--- src/sv/iib_pkg.sv ---
// Shared types and fixed widths for the integral image builder.
// No dependencies; imported by every module of the block.
package iib_pkg;

    localparam int SUM_W   = 20;
    localparam int CFG_W   = 7;
    localparam int GRAY_W  = 8;
    localparam int COORD_W = 8;
    localparam int REG_IDX_W = 1;

    localparam logic [REG_IDX_W-1:0] REG_FRAME_WIDTH  = 1'b0;
    localparam logic [REG_IDX_W-1:0] REG_FRAME_HEIGHT = 1'b1;

    typedef struct packed {
        logic is_read;
        logic oor;
        logic done;
        logic use_up;
    } t_ctl;

    localparam int CTL_W = $bits(t_ctl);

endpackage

--- src/sv/iib_queue.sv ---
// Small FIFO between the front end and the back end.
// Generic payload width; depends on iib_pkg only by convention.
module iib_queue
    import iib_pkg::*;
#(
    parameter int DATA_W = 32,
    parameter int DEPTH  = 2
) (
    input  logic              i_clk,
    input  logic              i_rst_n,
    input  logic              i_push,
    input  logic [DATA_W-1:0] i_data,
    input  logic              i_pop,
    output logic [DATA_W-1:0] o_data,
    output logic              o_empty,
    output logic              o_full
);

    localparam int PW = (DEPTH > 1) ? $clog2(DEPTH) : 1;
    localparam int CW = $clog2(DEPTH + 1);

    logic [DATA_W-1:0] r_mem [DEPTH];
    logic [PW-1:0]     r_wp, n_wp;
    logic [PW-1:0]     r_rp, n_rp;
    logic [CW-1:0]     r_cnt, n_cnt;

    assign o_data  = r_mem[r_rp];
    assign o_empty = (r_cnt == '0);
    assign o_full  = (r_cnt == CW'(DEPTH));

    always_comb begin
        n_wp  = r_wp;
        n_rp  = r_rp;
        n_cnt = r_cnt;
        if (i_push) begin
            n_wp = (r_wp == PW'(DEPTH - 1)) ? '0 : r_wp + PW'(1);
        end
        if (i_pop) begin
            n_rp = (r_rp == PW'(DEPTH - 1)) ? '0 : r_rp + PW'(1);
        end
        if (i_push && !i_pop) begin
            n_cnt = r_cnt + CW'(1);
        end else if (!i_push && i_pop) begin
            n_cnt = r_cnt - CW'(1);
        end
    end

    always_ff @(posedge i_clk) begin
        if (i_push) begin
            r_mem[r_wp] <= i_data;
        end
    end

    always_ff @(posedge i_clk) begin
        if (!i_rst_n) begin
            r_wp  <= '0;
            r_rp  <= '0;
            r_cnt <= '0;
        end else begin
            r_wp  <= n_wp;
            r_rp  <= n_rp;
            r_cnt <= n_cnt;
        end
    end

endmodule

--- config.mk ---
export PLATFORM = sky130hd
export DESIGN_NAME = iib_queue
export DESIGN_NICKNAME = d
export VERILOG_FILES = /design/src/sv/iib_pkg.sv /design/src/sv/iib_queue.sv
export SDC_FILE = /design/constraint.sdc
export NUM_CORES = 1
export LEC_CHECK = 0
export BUFFER_PORTS_ARGS = -buffer_cell sky130_fd_sc_hd__buf_2
export CAP_MARGIN = 20
export CELL_PAD_IN_SITES_DETAIL_PLACEMENT = 0
export CELL_PAD_IN_SITES_GLOBAL_PLACEMENT = 1
export CORE_MARGIN = 5
export CORE_UTILIZATION = 40
export CTS_CLUSTER_SIZE = 8
export DETAILED_ROUTE_END_ITERATION = 8
export PLACE_DENSITY_LB_ADDON = 0.1
export RECOVER_POWER = 50
export SLEW_MARGIN = 40
export SYNTH_ARGS = -nofsm -noshare
export SYNTH_HDL_FRONTEND = slang
export SYNTH_SLANG_ARGS = --single-unit
--- constraint.sdc ---
create_clock -name i_clk -period 2.9 [get_ports i_clk]
set_input_delay 0.145 -clock i_clk [delete_from_list [all_inputs] [get_ports i_clk]]
set_output_delay 0.145 -clock i_clk [all_outputs]
set_load 0.05 [all_outputs]
==> metrics.csv <==
metric,value,unit
Synth-to-Final Area Change,34.69,%
routability cong.,0.7238,
Max Fclk,492.0,MHz
MaxCap Viol Count,0,
"Min Clock Period, post-route",2.033,ns
RSZ-0062 raised after global routing,false,
ant diodes,0,
routed wire length,4625,um
Worst Path Max Fanout,24,
syn nets,159,
# setup viols final,0,
"Cell Area, Synth",2529,sq um
vias in the first global route,1521,
"commonest cells after routing, fill and taps aside","edfxtp_1, buf_2, mux2_2",
post-synthesis cell count,122,
Starting DRT DRC Count,44,
full die area,8012,sq um
H-tree depth,3,
deepest clock path buffer count,2,
Detail Route Antenna Nets,0,
Tightest Pin Transition,1.299,ns
Worst Skew,0.004051,ns
initial antenna violation count,0,
static leakage,1.256,nW
Tcrit/Tclk final,0.7009,
"Remaining Overflow, GRT",0,
Switching Power,0.6160,mW
Slew headroom,0.1323,
crit path kind,flop to output pin,
DRC violations left,0,
largest net degree at the start of global routing,25,
crit path capture type,output pin,
core area,6241,sq um
Yosys reg bits,69,
synth unique cells,18,
"commonest non-fill, non-tap cell in the layout",edfxtp_1,
detailed-route wire length per cell,15.11,um
Critical Path Max Stage Delay,0.56,ns
"Slew Viols, Final",0,
status,"finished, final reports clean",
Top Family by Delay on Critical Path,buffers and inverters,
final net count,261,
share of total power in combinational logic,0.164,
die span in y,89.51,um
Initial Utilization,0.4052,
internal power,1.844,mW
Crit path arrival time,1.89,ns
Clock Power Share,0.362,
Total GRT Usage,0.1245,
CTS tree,built,
dpl cell area,2980,sq um
final design utilization,0.5457,
CP startpoint kind,flop,
crit-path cells,buf_4 -> mux2_2 -> buf_2,
syn avg cell area,20.73,sq um
clock latency on the worst-skew pair,0.32,ns
number of I/O pins,70,
Required @ worst endpoint,2.76,ns
register area share after synthesis,0.7996,
setup TNS,0,ns
die width,89.51,um
Final Cell Area,3406,sq um
Post-DP HPWL,3130,um
Num Clock Sinks,69,
first-pass iteration count of the detailed router,4,
IO Port Bufs,69,
fraction of layout cells with a size suffix above 1,0.4105,
Hold Fails Final Rpt,0,
Hold Path Class,input pin to flop,
"Reg clk slew, reported paths",0.07,ns
Sw Share,0.2504,
Reg power frac,0.474,
number of CTS-inserted buffers,9,
Via density,4.542,
first-pass GRT wire length,7134,um
Buf/Inv on CP,2,
# rows,29,
clock root cell,clkbuf_8,
VDD IR-drop max,351.0,uV
DR vias,1390,
yosys warns,0,
Slowest cell on crit path,dfxtp_1,
pwr dens,722.4,nW/um^2
==> metal layers <==
metal	share of wire	routed length (um)	vias up	global-route usage
met4	0.021	95	0	0.07307
met2	0.49	2281	51	0.2009
met1	0.41	1897	658	0.1506
li1	-	-	672	-
met3	0.076	351	9	0.03226
met5	0	0	-	0
==> repair_timing <==
action                    4_1_cts  5_1_grt
setup buffers                   0        0
hold endpoints to repair       35        6
hold buffers                   18        5
gates resized for setup         0        0
==> per-stage QoR <==
step | hold slack [ns] | std cells | power (mW) | worst slack, ns
floorplan | 0.2439 | 122 | 1.477 | 0.6975
global placement | 0.3325 | 266 | 1.568 | 1.209
detailed placement | 0.3364 | 267 | 1.579 | 1.158
CTS | 0.0005831 | 301 | 2.495 | 0.7961
global route | 0.03280 | 306 | 2.567 | 0.7246
finish | 0.03898 | 306 | 2.460 | 0.8674
==> cell usage after synthesis <==
cell      instances  area share
a21boi_1          1      0.0030
and2_1            4      0.0099
and2b_2           1      0.0035
buf_4             3      0.0089
clkbuf_2          1      0.0020
dfxtp_1           5       0.040
edfxtp_1         64        0.76
ha_1              1      0.0049
inv_1             1      0.0015
mux2_1            2      0.0089
mux2_2           30        0.13
nor2_1            1      0.0015
nor2b_1           2      0.0049
o21a_1            1      0.0030
o21ai_0           1      0.0020
or3_1             1      0.0025
xnor2_1           1      0.0035
xor2_1            2      0.0069
==> registers in the layout (all words and copies together), names as in the netlist, named ones only <==
register  flops
r_mem        64
r_cnt         2
r_rp          1
r_wp          1
==> final cells by class <==
type	instances	area, sq um
clock buffers	11	131.4
fillers	522	2835
inverters	1	3.754
well taps	77	96.34
multi-input cells	48	475.5
repair buffers	95	578.1
clock inverters	5	98.84
flip-flops and latches	69	2022
==> cells by family (layout without fill, tap and decap cells) <==
family / count (synthesis) / after routing / synth area share
compound gates: 3 / 3 / 0.007917
xor+xnor: 3 / 3 / 0.01039
fa+ha+maj: 1 / 1 / 0.004947
buf+inv: 5 / 112 / 0.01237
flops: 69 / 69 / 0.7996
mux: 32 / 32 / 0.1425
simple gates: 9 / 9 / 0.02226
==> path summary, 6_finish.rpt <==
path	start	end	slack (ns)	cells after the start
max	flop	o_data[12]	0.87	3
min	i_data[24]	r_mem[0][24]	0.04	1
max reg2reg	r_wp	r_mem[0][29]	0.99	2
min reg2reg	r_cnt[1]	r_cnt[1]	0.55	2
==> power groups by stage <==
stage	registers, mW	clock network (mW)	logic [mW]
2_1_floorplan	1.18	0	0.296
3_3_place_gp	1.19	0	0.381
3_5_place_dp	1.19	0	0.390
4_1_cts	1.17	0.918	0.410
5_1_grt	1.17	0.969	0.426
6_report	1.17	0.892	0.403
Note: power is estimated with default switching activity, not from simulation.
