$ cat config.mk
export PLATFORM = sky130hd
export DESIGN_NAME = iib_front
export DESIGN_NICKNAME = d
export VERILOG_FILES = /design/src/sv/iib_pkg.sv /design/src/sv/iib_front.sv
export SDC_FILE = /design/constraint.sdc
export NUM_CORES = 1
export LEC_CHECK = 0
export BUFFER_PORTS_ARGS = -buffer_cell sky130_fd_sc_hd__buf_2
export CAP_MARGIN = 20
export CORE_MARGIN = 8
export CORE_UTILIZATION = 49
export DETAILED_ROUTE_END_ITERATION = 8
export PLACE_DENSITY = 0.83
export SETUP_SLACK_MARGIN = 0.3
export SYNTH_ARGS = -nofsm -noshare
export SYNTH_HDL_FRONTEND = slang
export SYNTH_SLANG_ARGS = --single-unit
$ cat constraint.sdc
create_clock -name i_clk -period 3.7 [get_ports i_clk]
set_input_delay 1.11 -clock i_clk [delete_from_list [all_inputs] [get_ports i_clk]]
set_output_delay 1.11 -clock i_clk [all_outputs]
set_load 0.02 [all_outputs]
$ cat src/sv/iib_pkg.sv
// Shared types and fixed widths for the integral image builder.
// No dependencies; imported by every module of the block.
package iib_pkg;

    localparam int SUM_W   = 20;
    localparam int CFG_W   = 7;
    localparam int GRAY_W  = 8;
    localparam int COORD_W = 8;
    localparam int REG_IDX_W = 1;

    localparam logic [REG_IDX_W-1:0] REG_FRAME_WIDTH  = 1'b0;
    localparam logic [REG_IDX_W-1:0] REG_FRAME_HEIGHT = 1'b1;

    typedef struct packed {
        logic is_read;
        logic oor;
        logic done;
        logic use_up;
    } t_ctl;

    localparam int CTL_W = $bits(t_ctl);

endpackage

$ cat src/sv/iib_front.sv
// Front end: configuration registers, raster counters and row running sum.
// Classifies each beat into a queue entry; depends on iib_pkg.
module iib_front
    import iib_pkg::*;
#(
    parameter int MAX_WIDTH  = 64,
    parameter int MAX_HEIGHT = 64,
    parameter int ADDR_W     = 12
) (
    input  logic                      i_clk,
    input  logic                      i_rst_n,
    input  logic                      i_cfg_we,
    input  logic [REG_IDX_W-1:0]      i_cfg_index,
    input  logic [CFG_W-1:0]          i_cfg_data,
    input  logic                      i_push,
    input  logic                      i_kind,
    input  logic [GRAY_W-1:0]         i_gray,
    input  logic signed [COORD_W-1:0] i_read_x,
    input  logic signed [COORD_W-1:0] i_read_y,
    output t_ctl                      o_ctl,
    output logic [ADDR_W-1:0]         o_rd_addr,
    output logic [ADDR_W-1:0]         o_wr_addr,
    output logic [SUM_W-1:0]          o_rsum
);

    localparam int XW = (MAX_WIDTH  > 1) ? $clog2(MAX_WIDTH)  : 1;
    localparam int YW = (MAX_HEIGHT > 1) ? $clog2(MAX_HEIGHT) : 1;
    localparam int CMP_W = ((XW > YW ? XW : YW) > CFG_W ? (XW > YW ? XW : YW) : CFG_W) + 1;

    function automatic logic [CFG_W-1:0] limit_size(input logic [CFG_W-1:0] v,
                                                    input int maxv);
        logic [CFG_W-1:0] r;
        r = v;
        if (v == '0) begin
            r = CFG_W'(1);
        end else if (int'(v) > maxv) begin
            r = CFG_W'(maxv);
        end
        return r;
    endfunction

    logic [CFG_W-1:0] r_fw, n_fw;
    logic [CFG_W-1:0] r_fh, n_fh;
    logic [XW-1:0]    r_col, n_col;
    logic [YW-1:0]    r_row, n_row;
    logic [SUM_W-1:0] r_rsum, n_rsum;

    logic [SUM_W-1:0]  rsum_add;
    logic [CMP_W-1:0]  col_inc;
    logic [CMP_W-1:0]  row_inc;
    logic              last_col;
    logic              last_row;
    logic [ADDR_W-1:0] own_addr;
    logic [CFG_W-1:0]  rx_mag;
    logic [CFG_W-1:0]  ry_mag;
    logic              read_oor;

    assign rsum_add = r_rsum + SUM_W'(i_gray);
    assign col_inc  = CMP_W'(r_col) + CMP_W'(1);
    assign row_inc  = CMP_W'(r_row) + CMP_W'(1);
    assign last_col = (col_inc == CMP_W'(r_fw));
    assign last_row = (row_inc == CMP_W'(r_fh));
    assign own_addr = ADDR_W'(r_row) * ADDR_W'(MAX_WIDTH) + ADDR_W'(r_col);
    assign rx_mag   = i_read_x[CFG_W-1:0];
    assign ry_mag   = i_read_y[CFG_W-1:0];
    assign read_oor = i_read_x[COORD_W-1] | i_read_y[COORD_W-1] |
                      (rx_mag >= r_fw) | (ry_mag >= r_fh);

    always_comb begin
        o_ctl.is_read = i_kind;
        o_ctl.oor     = i_kind & read_oor;
        o_ctl.done    = ~i_kind & last_col & last_row;
        o_ctl.use_up  = ~i_kind & (r_row != '0);
        o_rsum        = rsum_add;
        if (i_kind) begin
            o_rd_addr = ADDR_W'(ry_mag) * ADDR_W'(MAX_WIDTH) + ADDR_W'(rx_mag);
            o_wr_addr = '0;
        end else begin
            o_rd_addr = own_addr - ADDR_W'(MAX_WIDTH);
            o_wr_addr = own_addr;
        end
    end

    always_comb begin
        n_fw   = r_fw;
        n_fh   = r_fh;
        n_col  = r_col;
        n_row  = r_row;
        n_rsum = r_rsum;
        if (i_cfg_we) begin
            n_col  = '0;
            n_row  = '0;
            n_rsum = '0;
            case (i_cfg_index)
                REG_FRAME_WIDTH:  n_fw = limit_size(i_cfg_data, MAX_WIDTH);
                REG_FRAME_HEIGHT: n_fh = limit_size(i_cfg_data, MAX_HEIGHT);
                default: ;
            endcase
        end else if (i_push && !i_kind) begin
            if (last_col) begin
                n_col  = '0;
                n_rsum = '0;
                n_row  = last_row ? '0 : YW'(row_inc);
            end else begin
                n_col  = XW'(col_inc);
                n_rsum = rsum_add;
            end
        end
    end

    always_ff @(posedge i_clk) begin
        if (!i_rst_n) begin
            r_fw   <= limit_size(CFG_W'(64), MAX_WIDTH);
            r_fh   <= limit_size(CFG_W'(64), MAX_HEIGHT);
            r_col  <= '0;
            r_row  <= '0;
            r_rsum <= '0;
        end else begin
            r_fw   <= n_fw;
            r_fh   <= n_fh;
            r_col  <= n_col;
            r_row  <= n_row;
            r_rsum <= n_rsum;
        end
    end

endmodule

==> impl_metrics.yaml, run 1 <==
layout:
  regArea_sq_um: 928
  n_fill_cell: 533
  post-route-util: 0.710
  synthToLayoutAreaGrowth_pct: 39.8
  drive_gt1_frac: 0.357
  finalNonFillerCells: 639
  diodes: 0
  nets: 608
  multiInputGateArea_sq_mm: 0.00274
die:
  core_area_sq_mm: 0.00683
  rows: 30
  start_util: 0.508
  pin_count: 85
  dieHeight_microns: 100
  dieArea_sq_mm: 0.0100
  dieWidth_microns: 100
run_status:
  violations: "setup timing"
  status: "complete, but fails checks"
timing:
  slew_viol_final: 0
  clock-skew-final_ps: 9.40
  worst_slew_pin_slew_ps: 795
  setup_viol: 15
  hold_violations: 0
  setup_ws_ps: -331
  holdWs_ps: 497
  finalCritPeriodShare: 1.09
  period_minus_slack_ps: 4030
  slew-limit-headroom: 0.469
  grt_setup_unrepaired: "yes"
  fmax_mhz: 248
yosys:
  synth_area_leader_cell: "dfxtp_1"
  synth_cell_types: 50
  synth_area_leaders: "dfxtp_1 (27%), ha_1 (10%), xnor2_1 (7.3%)"
  ys.flop_type: "dfxtp_1"
  synth_edf_count: 0
  ys_seq_elements: 46
  synthArstFlopShare: 0
  synthesis.nets: 495
  syn_area_sq_mm: 0.00347
  yosysWarningCount: 0
  syn_inst: 429
  avgSynthCellArea_sq_um: 8.08
  ys_seq_area_frac: 0.266
  synth_top_cells_by_count: "dfxtp_1 (46), nor2_1 (33), nand2_1 (31)"
  synth.top_cell.area_share: 0.266
  synth.most_common_cell: "dfxtp_1"
routing:
  first_pass_iters: 4
  viasPerCell: 5.62
  wire_per_inst_microns: 16.6
  top_layer_used: "met4"
  drcViolationCount: 0
  wl_met2_microns: 5440
  ant_nets: 0
  vias: 3591
  wl_met1_microns: 4320
  wirelength_microns: 10600
  drt_iter0_markers: 281
  wl_met3_microns: 635
global_route:
  grt-ovfl-total: 0
  grt_max_degree: 28
  antenna_found_initial: 0
  grt_first_pass_wirelength_microns: 16200
  first_global_vias: 3520
  grt_usage: 0.194
critical_path:
  worstSetupStartpointType: "primary input"
  critPathMaxFanout: 6
  cp_top_family: "compound AO/OA/AOI/OAI gates"
  crit_chain: "buf_6, ha_4, inv_2, fa_2, nor2b_2, o21a_1, o21ai_2, a21oi_4, buf_4, buf_6, xor2_2, buf_6"
  cp_data_arrival_time_ps: 2920
  r2r_slack_ps: 1040
  required_ps: 2590
  cpMostUsedCell: "buf_6"
  crit_slowest_cell: "fa_2"
  worstSetupEndpointType: "primary output"
  worst-setup-path-type: "in2out"
  critPathBufInv: 5
  critPathMaxStageDelay_ps: 340
clock_tree:
  numCtsBuffers: 5
  cts.sinks: 46
  cts_tree: "done"
  cts_max_path_buffers: 2
  holdBufCountCts: 0
  cts.clk_slew.worst_paths_ps: 90
  htreeDepth: 2
  clock_latency_ps: 310
  clockRootBuffer: "clkbuf_8"
pwr:
  power.density_mw_per_mm2: 252
  p_leak_nw: 2.20
  ir_worst_vdd_mv: 0.218
place:
  io_buffers: 84
  place_hpwl_microns: 7300
  dp.cells: 611
  place_congestion: 0.855
worst_hold_path:
  hp-class: "reg2reg"
job:
  cap_violations: 0
## worst reg2reg max path, delay by kind of cell, from the launching register on
kind	cells	cell delay [ps]
AOI/OAI and AO/OA	4	670
buffers and inverters	4	510
adders and majority gates	1	270
and+or+nand+nor	2	770
DFF	1	350
## metal layers
layer / up-vias / GRT usage
met2: 122 / 0.344
met3: 19 / 0.0367
met1: 1717 / 0.231
met5: - / 0
met4: 0 / 0.0570
li1: 1733 / -
## cell usage in the layout, fill, tap and decap left out, types with 10 or more instances in the layout
master / instances
dfxtp_1: 42
a31oi_1: 13
inv_1: 19
buf_4: 47
xor2_1: 10
xnor2_1: 17
a21oi_1: 19
nor2b_1: 25
nor2_1: 31
a21o_1: 12
ha_1: 20
nand2_1: 30
xnor2_2: 11
buf_6: 11
a22o_1: 10
nand3_1: 19
buf_2: 65
## power breakdown
group	internal (mW)	leakage, nW	switching (mW)
logic	0.111	1.76	0.139
registers	0.502	0.374	0.00863
clock network	0.271	0.0683	0.188
## repair_timing
item                       in CTS  in global routing
pin swaps                      20                 15
cloned                          0                  0
buffers inserted                8                 12
hold endpoints to repair        0                  0
gates resized for setup        33                 23
setup endpoints to repair      18                 20
## kinds of logic after synthesis
kind of cell | synth area share
buffers and inverters | 0.0527
flip-flops | 0.266
AO/OA/AOI/OAI | 0.194
adder cells (fa/ha/maj) | 0.107
AND/OR/NAND/NOR | 0.261
multiplexers | 0.00866
XOR/XNOR | 0.111
## stage by stage
stage | setup WS, ps | power [mW] | setup TNS (ps) | instance area, sq um
after floorplan | -89.9 | 0.663 | -382 | 3750
after global placement | -382 | 0.736 | -2420 | 4350
after detailed placement | -471 | 0.744 | -3320 | 4350
after CTS | -232 | 1.20 | -1810 | 4660
after global routing | -406 | 1.26 | -3480 | 4850
final | -331 | 1.22 | -2360 | 4850
## worst paths after layout
kind / from / endpoint / cells after the start
worst max-delay path: i_gray[0] / o_rsum[8] / 12
worst min register to register: r_rsum[6] / r_rsum[6] / 1
worst min-delay path: r_rsum[6] / r_rsum[6] / 1
worst max register to register: r_rsum[3] / r_rsum[9] / 11
## flip-flops by register name, indices dropped and copies added (netlist names)
name and flops:
r_row 6, r_fh 7, r_rsum 20, r_col 6
r_fw 7
## cell type report
cell class	count	area share
Inverter	22	0.0181
Multi-Input combinational cell	342	0.566
Timing Repair Buffer	125	0.172
Clock inverter	3	0.0142
Clock buffer	5	0.0142
Tap cell	96	0.0248
Sequential cell	46	0.192
(Power assumes the default switching activity.)
==> run 2: changes to the inputs <==
- ABC_AREA: default -> 0
- CORE_UTILIZATION: 49 -> 54
- PLACE_DENSITY: 0.83 -> 0.87
- clock period: 3.7 -> 3.75 ns (I/O delays scaled with it)
==> run 2 against run 1 <==
Compared with the run above: flip-flop and latch count did not move; sequential share of layout area fell by 0.17 points; worst hold slack got worse by 5.9 ps; die area fell by 7.8%; worst setup slack improved by 1.9 ps; final cell count fell by 2.2%; via count rose by 7.9%; largest cell class unchanged; largest power group unchanged; design area rose by 1.6%; sequential power fell by 2%; utilization rose by 7.5 points; first-iteration DRC count rose by 20%; highest routed layer unchanged; the run still ends with setup timing left; clock skew rose by 2.8 ps.
==> impl_metrics.yaml, run 2 (synthesis gave the netlist of run 1 again) <==
run_status:
  status: "complete, but fails checks"
  violations: "setup timing"
place:
  place_congestion: 0.802
  place_ws_ps: -390
  place_hpwl_microns: 7050
  dpl-instance-area_sq_mm: 0.00426
  dp.cells: 586
  io_buffers: 84
layout:
  final_cell_mix: "buf_2 (64), buf_4 (49), dfxtp_1 (41)"
  reg.largest.list: "r_rsum (20), r_fh (7), r_fw (7)"
  largest_register_ffs: 20
  design_area_sq_mm: 0.00492
  post-route-util: 0.785
  finalNonFillerCells: 625
  nets: 613
  drive_gt1_frac: 0.372
  diodes: 0
  regMostFlops: "r_rsum"
  layout_commonest_cell: "buf_2"
  synthToLayoutAreaGrowth_pct: 42.0
  n_fill_cell: 394
routing:
  first_pass_iters: 6
  drcViolationCount: 0
  ant_nets: 0
  viasPerCell: 6.20
  drt_iter0_markers: 337
  vias: 3875
  wirelength_microns: 12200
  wire_per_inst_microns: 19.5
critical_path:
  crit_slowest_cell: "fa_2"
  worst-setup-path-type: "in2out"
  worstSetupStartpointType: "primary input"
  critPathMaxStageDelay_ps: 330
  worstSetupEndpointType: "primary output"
  critPathBufInv: 3
  cp_top_family: "compound AO/OA/AOI/OAI gates"
  cp_data_arrival_time_ps: 2950
  required_ps: 2620
  crit_chain: "buf_6, ha_4, inv_2, fa_2, nor2b_1, o21a_1, o21ai_2, a21oi_4, nand3_1, xnor2_2, buf_2"
  critPathMaxFanout: 6
die:
  pin_count: 85
  core_area_sq_mm: 0.00628
  dieArea_sq_mm: 0.00924
  dieHeight_microns: 96.1
  dieWidth_microns: 96.1
  start_util: 0.553
  rows: 29
timing:
  slew-limit-headroom: 0.457
  slew_viol_final: 0
  setup_ws_ps: -329
  grt_setup_unrepaired: "yes"
  holdWs_ps: 491
  hold_violations: 0
  fin_tns_setup_ps: -2530
  finalCritPeriodShare: 1.09
  fmax_mhz: 245
  clock-skew-final_ps: 12.2
  setup_viol: 15
  period_minus_slack_ps: 4080
  worst_slew_pin_slew_ps: 813
clock_tree:
  holdBufCountCts: 0
  clockRootBuffer: "clkbuf_8"
  cts.clk_slew.worst_paths_ps: 100
  cts_tree: "done"
  clock_latency_ps: 320
  htreeDepth: 2
  cts_max_path_buffers: 2
  cts.sinks: 46
  numCtsBuffers: 5
pwr:
  p_leak_nw: 2.21
  p_total_mw: 1.10
  power.density_mw_per_mm2: 223
  ir_worst_vdd_mv: 0.185
global_route:
  grt-ovfl-total: 0
  grt_first_pass_wirelength_microns: 17600
  antenna_found_initial: 0
  grt_usage: 0.236
  grt_max_degree: 36
  first_global_vias: 3714
worst_hold_path:
  hp-class: "reg2reg"
job:
  cap_violations: 0
## run 2: changes by cell type in the layout (fill, tap and decap cells not counted), sizes merged
cell      before  now
buf          125  130
bufinv         2    0
clkinv         1    2
clkinvlp       0    1
## run 2: cell type report
type,instances,area [sq um],area share
clock buffers,5,68.8,0.0140
multi-input cells,342,2830,0.575
inverters,22,85.1,0.0173
flip-flops and latches,46,935,0.190
repair buffers,130,887,0.180
well taps,77,96.3,0.0196
clock inverters,3,21.3,0.00432
## run 2: repair_timing
item,4_1_cts,5_1_grt
buffers inserted,10,21
gates resized for setup,50,27
pin swaps,21,20
setup endpoints to repair,18,18
cloned,0,0
## run 2: worst reg2reg max path, cell delays in order (launching register included)
cell and delay [ps]:
dfxtp_1 560, and3_1 280, and3_1 430, o21ai_2 150, nand2_4 180, nand3_4 100
buf_4 170, or4_1 520, a31oi_1 210
## run 2: worst paths after layout
path	start	depth (start not counted)	end	slack (ps)
min	r_row[0]	1	r_row[0]	490
min reg2reg	r_row[0]	1	r_row[0]	490
max	i_gray[0]	11	o_rsum[16]	-330
max reg2reg	r_rsum[8]	8	r_rsum[15]	1090
## run 2: routing by layer
| layer | vias to the layer above | wire length (microns) | track usage |
|---|---|---|---|
| met5 | - | 0 | 0.0167 |
| met4 | 0 | 658 | 0.134 |
| met3 | 65 | 981 | 0.0476 |
| met2 | 223 | 6030 | 0.402 |
| met1 | 1845 | 4540 | 0.269 |
| li1 | 1742 | - | - |
## run 2: power by group
group | total [mW] | leakage (nW) | switching, mW | internal, mW
logic | 0.266 | 1.79 | 0.148 | 0.118
clock network | 0.328 | 0.0441 | 0.196 | 0.132
registers | 0.503 | 0.376 | 0.00868 | 0.494
==> run 3: changes to the inputs <==
- CORE_MARGIN: 8 -> 2
- CORE_UTILIZATION: 54 -> 55
- CTS_BUF_LIST: default -> sky130_fd_sc_hd__clkbuf_8
- PLACE_DENSITY: 0.87 -> 0.88
==> run 3 against run 2 <==
Compared with the run above: the flow still finishes with violations (setup timing); utilization rose by 0.79 points; critical path depth rose by 1; first-iteration DRC count is 24% higher; sequential power barely moved; non-clock buffer count decreased by 13; critical endpoint is now o_rsum[8]; largest cell class unchanged.
==> impl_metrics.yaml, run 3 (synthesis gave the netlist of run 1 again) <==
layout:
  diodes: 0
  synthToLayoutAreaGrowth_pct: 36.9
  regMostFlops: "r_rsum"
  finalNonFillerCells: 610
  drive_gt1_frac: 0.342
  reg.largest.list: "r_rsum (20), r_fh (7), r_fw (7)"
  nets: 600
  final_cell_mix: "buf_2 (65), dfxtp_1 (42), buf_4 (40)"
  largest_register_ffs: 20
  layout_commonest_cell: "buf_2"
timing:
  setup_ws_ps: -300
  hold_violations: 0
  clock-skew-final_ps: 6.56
  finalCritPeriodShare: 1.08
  grt_setup_unrepaired: "yes"
  slew_viol_final: 0
  worst_slew_pin_slew_ps: 812
  period_minus_slack_ps: 4050
  slew-limit-headroom: 0.457
  holdWs_ps: 500
  fmax_mhz: 247
  setup_viol: 14
global_route:
  grt_usage: 0.296
  antenna_found_initial: 0
  first_global_vias: 3639
  grt_max_degree: 29
  grt-ovfl-total: 0
  grt_first_pass_wirelength_microns: 17200
clock_tree:
  clockRootBuffer: "clkbuf_8"
  cts.clk_slew.worst_paths_ps: 90
  cts.sinks: 46
  clock_latency_ps: 310
  cts_max_path_buffers: 2
  cts_tree: "done"
  htreeDepth: 2
  numCtsBuffers: 5
  holdBufCountCts: 0
routing:
  viasPerCell: 6.15
  wl_met1_microns: 4400
  wl_met2_microns: 5720
  ant_nets: 0
  wl_met3_microns: 718
  top_layer_used: "met4"
  drcViolationCount: 0
  wire_per_inst_microns: 18.4
  first_pass_iters: 5
  vias: 3750
  wirelength_microns: 11200
  drt_iter0_markers: 418
die:
  dieHeight_microns: 83.4
  pin_count: 85
  core_area_sq_mm: 0.00599
  dieArea_sq_mm: 0.00696
  rows: 28
  start_util: 0.579
  dieWidth_microns: 83.4
critical_path:
  worstReg2RegStart: "r_col[0]"
  crit_chain: "buf_6, ha_4, inv_2, fa_2, nor2b_1, o21a_1, o21ai_2, a21oi_4, buf_4, buf_6, xor2_1, buf_4"
  worst-setup-path-type: "in2out"
  critPathMaxStageDelay_ps: 330
  critPathLaunch: "i_gray[0]"
  worstSetupEndpointType: "primary output"
  crit_slowest_cell: "fa_2"
  required_ps: 2620
  critPathMaxFanout: 7
  worstSetupStartpointType: "primary input"
  cp_data_arrival_time_ps: 2920
  r2r_slack_ps: 1020
worst_hold_path:
  worstHoldStart: "r_rsum[6]"
  hp-class: "reg2reg"
pwr:
  ir_worst_vdd_mv: 0.261
  netSwitchingFraction: 0.290
  power.density_mw_per_mm2: 237
  internal-power_mw: 0.798
  p_comb_frac: 0.219
  p_leak_nw: 2.15
  clkPwrFrac: 0.333
  pwr-share-seq: 0.448
  power.switching_mw: 0.327
run_status:
  violations: "setup timing"
  status: "complete, but fails checks"
place:
  dp.cells: 585
  place_congestion: 0.884
  io_buffers: 84
  place_hpwl_microns: 6680
job:
  cap_violations: 0
[run 3: changes by cell type in the layout (fill, tap and decap cells not counted), sizes merged]
| cell | previous run | this run |
|---|---|---|
| buf | 130 | 117 |
| bufinv | 0 | 1 |
| clkinv | 2 | 0 |
| clkinvlp | 1 | 0 |
| inv | 22 | 24 |
[run 3: path summary, 6_finish.rpt]
kind                 to  depth (start not counted)
max           o_rsum[8]                         12
min           r_rsum[6]                          1
max reg2reg  r_rsum[17]                          9
min reg2reg   r_rsum[6]                          1
[run 3: layout make-up]
| cell class | count | area [sq um] |
|---|---|---|
| repair buffers | 117 | 777 |
| flip-flops and latches | 46 | 931 |
| multi-input cells | 342 | 2750 |
| fillers | 361 | 1240 |
| well taps | 75 | 93.8 |
| clock buffers | 5 | 68.8 |
| inverters | 22 | 85.1 |
| clock inverters | 3 | 37.5 |
[run 3: repair_timing]
item	in CTS	in global routing
gates resized for setup	39	19
setup endpoints to repair	17	19
pin swaps	18	12
setup buffers	8	9
[run 3: power groups by stage]
stage                     Combinational, mW  Sequential (mW)  Clock (mW)
after floorplan                       0.140            0.513           0
after CTS                             0.226            0.502       0.366
final                                 0.247            0.503       0.375
after global routing                  0.267            0.504       0.391
after detailed placement              0.214            0.515           0
after global placement                0.206            0.515           0
[run 3: per-layer routing]
metal,GRT usage,vias to the layer above
li1,-,1715
met1,0.356,1780
met2,0.534,209
met3,0.0477,46
met4,0.103,0
met5,0,-
[run 3: worst max-delay path, delay by kind of cell]
family / cells / cell delay (ps)
buf+inv: 5 / 540
compound gates: 3 / 480
fa+ha+maj: 2 / 460
xor+xnor: 1 / 190
simple gates: 1 / 120
[run 3: stage by stage]
stage	setup slack, ps	utilization	area (sq um)	power [mW]	setup TNS [ps]
after floorplan	-69.9	-	3730	0.653	-266
after global placement	-342	0.712	4270	0.721	-2060
after detailed placement	-367	0.712	4270	0.729	-2300
after CTS	-185	0.766	4590	1.09	-1120
after global routing	-348	0.792	4750	1.16	-3140
final	-300	0.792	4750	1.12	-2230
